==> src/rtl/core/indexed_insert_remove_list_top_assert.svh <==
// Assertion macros for the indexed insert/remove list.
// Each macro expects clk and arst_n in scope at the point of use.
`ifndef INDEXED_INSERT_REMOVE_LIST_TOP_ASSERT_SVH
`define INDEXED_INSERT_REMOVE_LIST_TOP_ASSERT_SVH

// Antecedent holds in a cycle -> consequent holds in the same cycle.
`define ILST_ASSERT_NOW(lbl, ante, cons, msg) \
	lbl: assert property (@(posedge clk) disable iff (!arst_n) (ante) |-> (cons)) \
		else $error(msg);

// Antecedent holds in a cycle -> consequent holds in the next cycle.
`define ILST_ASSERT_NEXT(lbl, ante, cons, msg) \
	lbl: assert property (@(posedge clk) disable iff (!arst_n) (ante) |=> (cons)) \
		else $error(msg);

`endif

==> src/rtl/core/ilst_pkg.sv <==
// Shared types and codes for the indexed insert/remove list.
// No dependencies; used by ilst_cell and indexed_insert_remove_list_top.
package ilst_pkg;

	typedef enum logic [2:0] {
		MODE_INSERT      = 3'd0,
		MODE_APPEND      = 3'd1,
		MODE_REMOVE_AT   = 3'd2,
		MODE_REMOVE_LAST = 3'd3,
		MODE_READ        = 3'd4,
		MODE_WRITE       = 3'd5,
		MODE_FIND        = 3'd6
	} mode_t;

	typedef enum logic [1:0] {
		STATUS_OK    = 2'd0,
		STATUS_RANGE = 2'd1,
		STATUS_FULL  = 2'd2,
		STATUS_EMPTY = 2'd3
	} status_t;

	// Per-beat command broadcast to every cell of the row.
	typedef struct packed {
		logic ins;  // open a slot at the position, move later entries up
		logic rem;  // close the slot at the position, move later entries down
		logic wr;   // overwrite the entry at the position
	} cell_ctrl_t;

endpackage

==> src/rtl/core/ilst_cell.sv <==
// One storage cell of the list row: holds a single entry and trades it with its neighbors.
// Depends on ilst_pkg (cell_ctrl_t).
module ilst_cell #(
	parameter int DATA_WIDTH = 32,
	parameter int PW         = 7,
	parameter int INDEX      = 0
) (
	input  logic                   clk,
	input  ilst_pkg::cell_ctrl_t   ctrl,
	input  logic [PW-1:0]          pos,
	input  logic [DATA_WIDTH-1:0]  value,
	input  logic [DATA_WIDTH-1:0]  lower,
	input  logic [DATA_WIDTH-1:0]  upper,
	output logic [DATA_WIDTH-1:0]  q,
	output logic                   match,
	output logic [DATA_WIDTH-1:0]  rd_data
);

	localparam logic [PW-1:0] ME = PW'(INDEX);

	logic [DATA_WIDTH-1:0] entry_q;
	logic                  at_pos;
	logic                  past_pos;

	assign at_pos   = (pos == ME);
	assign past_pos = (pos < ME);

	always_ff @(posedge clk) begin
		priority if (ctrl.ins && at_pos) begin
			entry_q <= value;
		end else if (ctrl.ins && past_pos) begin
			entry_q <= lower;
		end else if (ctrl.rem && (at_pos || past_pos)) begin
			entry_q <= upper;
		end else if (ctrl.wr && at_pos) begin
			entry_q <= value;
		end else begin
			// hold
			entry_q <= entry_q;
		end
	end

	assign q       = entry_q;
	assign match   = (entry_q == value);
	assign rd_data = at_pos ? entry_q : '0;

endmodule

==> config.mk <==
export PLATFORM = sky130hd
export DESIGN_NAME = ilst_cell
export DESIGN_NICKNAME = d
export VERILOG_FILES = /design/src/rtl/core/indexed_insert_remove_list_top_assert.svh /design/src/rtl/core/ilst_pkg.sv /design/src/rtl/core/ilst_cell.sv
export SDC_FILE = /design/constraint.sdc
export NUM_CORES = 1
export LEC_CHECK = 0
export ABC_AREA = 1
export BUFFER_PORTS_ARGS = -buffer_cell sky130_fd_sc_hd__buf_4
export CORE_MARGIN = 2
export CORE_UTILIZATION = 40
export CTS_CLUSTER_SIZE = 28
export DETAILED_ROUTE_END_ITERATION = 10
export PLACE_DENSITY = 0.81
export SLEW_MARGIN = 20
export SYNTH_ARGS = -nofsm -noshare
export SYNTH_HDL_FRONTEND = slang
export SYNTH_SLANG_ARGS = --single-unit
export TNS_END_PERCENT = 1
==> constraint.sdc <==
create_clock -name clk -period 3.2 [get_ports clk]
set_clock_uncertainty 0.05 [all_clocks]
set_input_delay 0.32 -clock clk [delete_from_list [all_inputs] [get_ports clk]]
set_output_delay 0.32 -clock clk [all_outputs]
set_load 0.01 [all_outputs]
### Word level (Yosys, flattened, before mapping)

Cells that the tools add are included.

| word-level totals | value |
|---|---|
| register bits | 32 |
| latch bits | 0 |
| RAM bits | 0 |
| bits in read-only memories | 0 |
| bits of input ports | 107 |
| output and inout bits | 65 |
| logic and storage cells | 15 |
| memories | 0 |

| cells by class | value |
|---|---|
| $add $sub $neg | 0 |
| multipliers | 0 |
| div/mod/pow operators | 0 |
| order comparisons | 1 |
| equal/unequal tests | 1 |
| shift-type cells | 0 |
| mux-type cells | 5 |
| bitwise gates (word level) | 0 |
| reduce and logical (&&, ||, !) cells | 7 |

Operators with widths:

| kind | number |
|---|---|
| $mux 32 | 5 |
| $eq 32x32->1 | 1 |
| $logic_not 7->1 | 1 |
| $lt 7x1->1 const B | 1 |
| $logic_and 1x1->1 | 4 |
| $reduce_bool 4->1 | 1 |
| $logic_or 1x1->1 | 1 |

### Longest topological paths before layout

| logic depth | value |
|---|---|
| depth after elaboration | 6 |
| depth in mapped cells | 8 |
| depth with buffers taken out | 8 |

### Least setup slack after synthesis

OpenSTA, ideal clock, no wires.

| path | value |
|---|---|
| kind | input to register |
| from | input port pos[0] |
| to | register entry_q[0] (netlist: q[0]) (enable) |
| setup time | 0.421 ns |
| arrival time | 2.042 ns |
| data required time | 2.729 ns |
| path slack | 0.686 ns |
| stages on the path | 3 |
| path buffers | 0 |
| cell sequence | nor3_2 nand3_2 nor2_1 |

| between the ends | value |
|---|---|
| word-level cells in the longest chain between the ends | 4 |
| elaborated cells between the ends (all ways) | 8 |
| classes of those cells | order compare (1); reduce/logical (7) |

RTL lines:

| element | line | source |
|---|---|---|
| from (decl) | ilst_cell.sv:10 | `input logic [PW-1:0] pos,` |
| $lt 7x1->1 / $logic_not 7->1 (equally long branches) | ilst_cell.sv:26, ilst_cell.sv:25 |  |
| $logic_or 1x1->1 | ilst_cell.sv:33 | `end else if (ctrl.rem && (at_pos \|\| past_pos)) begin` |
| $logic_and 1x1->1 | ilst_cell.sv:33 |  |
| $reduce_bool 4->1 (no source line) (*) | - |  |
| to (signal assigned) | ilst_cell.sv:32 | `entry_q <= lower;` |
| to (signal assigned) | ilst_cell.sv:34 | `entry_q <= upper;` |
| to (signal assigned) | ilst_cell.sv:36 | `entry_q <= value;` |
| to (decl) | ilst_cell.sv:21 | `logic [DATA_WIDTH-1:0] entry_q;` |

Mark *: on every way between the ends. The rest lies on a longest branch, timed or not.
A chain may end at the register's enable or synchronous reset.

### Worst setup path in the final report

| path | value |
|---|---|
| from | register entry_q[1] (netlist: q[1]) |
| to | output port match |

| between the ends | value |
|---|---|
| word-level cells in the longest chain between the ends | 1 |

RTL lines:

| element | line | source |
|---|---|---|
| from (signal assigned) | ilst_cell.sv:30 | `entry_q <= value;` |
| from (signal assigned) | ilst_cell.sv:32 |  |
| from (signal assigned) | ilst_cell.sv:34 |  |
| $eq 32x32->1 | ilst_cell.sv:44 | `assign match = (entry_q == value);` |
| to (decl) | ilst_cell.sv:15 | `output logic match,` |

No other way between the ends.

==> summary.md <==
| Metric | Value |
|---|---|
| Outcome | finished, final reports clean |
| Area Overhead vs Synth | 55.58% |
| Layout cells sized above 1 | 0.3214 |
| Port-buffer cells | 139 |
| CTS buffer count | 5 |
| IO Pins | 172 |
| H-Tree Depth | 2 |
| Synth area leader | edfxtp_1 |
| CP Cell Sequence | nand2_1 -> nand2_1 -> nor2_1 -> nand2_1 -> nor2_1 -> nand2_1 -> nor2_1 -> buf_4 |
| Hold Path End | q[29] |
| Ys Warns | 0 |
| Clk pwr share | 0.322 |
| Sequential share of the synthesized area | 0.4419 |
| Placeable core area | 0.005172 sq mm |
| Post-cts resize count | 0 |
| Post-synth EDFFs | 32 |
| Post-synth top area share | 0.4419 |
| Worst-Margin Slew | 0.4913 ns |
| Final Max Slew Viols | 0 |
| RD Place Congestion | 0.8126 |
| Routed vias | 2,453 |
| Cts hold-fix bufs | 0 |
| Clock-pin transition on the worst setup and hold timing paths | 0.07 ns |
| Post-synth cell types | 14 |
| Setup TNS | 0 ns |
| Total grt overflow | 0 |
| Combinational power share | 0.153 |
| Worst setup margin | 1.393 ns |
| Clk buf depth | 2 |
| Sw power | 199.3 uW |
| Hold Fails Final Rpt | 0 |
| Largest net degree at the start of global routing | 35 |
| Nets@finish | 580 |
| Worst Setup End Kind | output port |
| Maximum VDD drop | 128.1 uV |
| GRT Total Usage | 0.2199 |
| Final worst path period share | 0.5646 |
| Final min period | 1.807 ns |
| # rows | 26 |
| Net Sw Frac | 0.2244 |
| Max_cap viols | 0 |
| Async S/R FF share, synth | 0 |
| P_int | 688.9 uW |
| Sequential power share | 0.524 |
| Synth area leaders | edfxtp_1 44%, nand2_1 23%, inv_1 11%, nor2_1 9.7%, o21ai_0 6.2% |
| Min-Delay Path Class | in -> reg |
| Max_slew headroom | 0.6717 |
| Cells after Synth | 332 |
| Critical path peak fanout | 3 |
| Syn_nets | 439 |
| Pwr/cell area | 262.5 mW/mm^2 |
| Required @ worst endpoint | 2.83 ns |
| Post-CTS setup buffers | 0 |
| Hold Path Origin | upper[29] |
| Most common cell in the netlist | nand2_1 |
| Wire length per cell | 11.92 um |
| Slowest stage cell, crit path | edfxtp_1 |
| Antenna Cells | 0 |
| Post-DR vias/cell | 4.517 |
| DP Wirelength | 4.991 mm |
| Largest register FFs | 32 |
| Starting Density | 0.4204 |
| Post-route ant nets | 0 |
| Die Ht | 77.73 um |
| Die width | 77.73 um |
| Clock root cell | clkbuf_8 |
| Clk sinks | 32 |
| DRC | 0 |
| Setup crit start kind | flip-flop |
| Final setup viols | 0 |
| Die area | 0.006042 sq mm |
| Avg Inst Size Synth | 6.550 sq um |
| CP max stage delay | 0.41 ns |
| Crit path DAT | 1.44 ns |
| RSZ-0062 raised after global routing | no |
| Syn Std Cell Area | 0.002175 sq mm |
| Total wire length | 6.471 mm |
| Leakage | 1.843 nW |
| Kind of critical path | reg -> out |
| Vias in the first global route | 2,388 |
| First-pass DRT Iterations | 4 |
| CP most frequent cell | nand2_1 |
| Hold Crit Depth | 3 |
| Global-route wire length before repair | 10.60 mm |
| DRT iter0 DRCs | 121 |
| Initial antenna violation count | 0 |
| CTS tree | done |
| Most frequent cells after synthesis | 136 x nand2_1, 63 x inv_1, 56 x nor2_1 |
| Pre-CTS setup slack | 1.210 ns |
| Fmax | 553.5 MHz |
| Main synth FF type | edfxtp_1 |
| Synthesized flop and latch total | 32 |
-- power groups by stage --
stage | registers (mW) | logic (mW) | clock network (mW)
2_1_floorplan | 0.476 | 0.0458 | 0
3_3_place_gp | 0.475 | 0.132 | 0
3_5_place_dp | 0.475 | 0.136 | 0
4_1_cts | 0.466 | 0.137 | 0.298
5_1_grt | 0.466 | 0.153 | 0.311
6_report | 0.466 | 0.136 | 0.286
-- cell families after synthesis --
family / Yosys count / synth area share
simple gates: 196 / 0.3481
buf+inv: 72 / 0.1312
xor+xnor: 3 / 0.01209
flops: 32 / 0.4419
compound gates: 29 / 0.06674
-- cells in the final DEF (no fill, tap or decap) --
cell / n
o21ai_0: 27
inv_1: 63
nor2_1: 55
nand2_1: 136
nor2_4: 2
o21ai_1: 2
buf_12: 1
xor2_1: 3
nor3_1: 1
clkbuf_8: 5
clkinv_1: 2
edfxtp_1: 32
nor3_2: 1
nand3_2: 1
buf_4: 142
-- worst max path at each step --
stage | depth (start not counted) | startpoint | to | slack, ns
floorplan | 3 | pos[0] | q[0] | 0.69
global placement | 6 | pos[0] | q[1] | 1.22
detailed placement | 6 | pos[0] | q[0] | 1.21
CTS | 8 | q[1] | match | 1.38
global route | 9 | q[8] | match | 1.24
finish | 8 | q[1] | match | 1.39
-- stage by stage --
step	instance area (sq um)	hold slack [ns]	instances	utilization	power (mW)
3_3_place_gp	3307	0.5416	536	0.6393	0.6063
3_5_place_dp	3307	0.5436	536	0.6393	0.6111
2_1_floorplan	2175	0.4486	332	-	0.5215
5_1_grt	3383	0.2660	543	0.6541	0.9301
4_1_cts	3383	0.2514	543	0.6541	0.9009
6_report	3383	0.2612	543	0.6541	0.8882
-- cell type report --
cell class | count | area [sq um]
Fill cell | 481 | 1789
Clock inverter | 2 | 7.507
Multi-Input combinational cell | 228 | 935.9
Sequential cell | 32 | 960.9
Timing Repair Buffer | 143 | 1086
Tap cell | 70 | 87.58
Inverter | 63 | 236.5
Clock buffer | 5 | 68.82
-- routing by layer --
metal	GRT usage	up-vias	part of all wire
met2	0.4103	95	0.52
met4	0.07321	0	0.0056
met5	0	-	0
met3	0.04302	4	0.067
li1	-	1269	-
met1	0.2478	1085	0.41
-- critical path: cells and delay by family (launching register included) --
kind                   cells  cell delay, ns
AND/OR/NAND/NOR            7            0.61
buffers and inverters      1            0.13
flip-flops                 1            0.41
No activity file was read; power rests on OpenSTA's default activity.
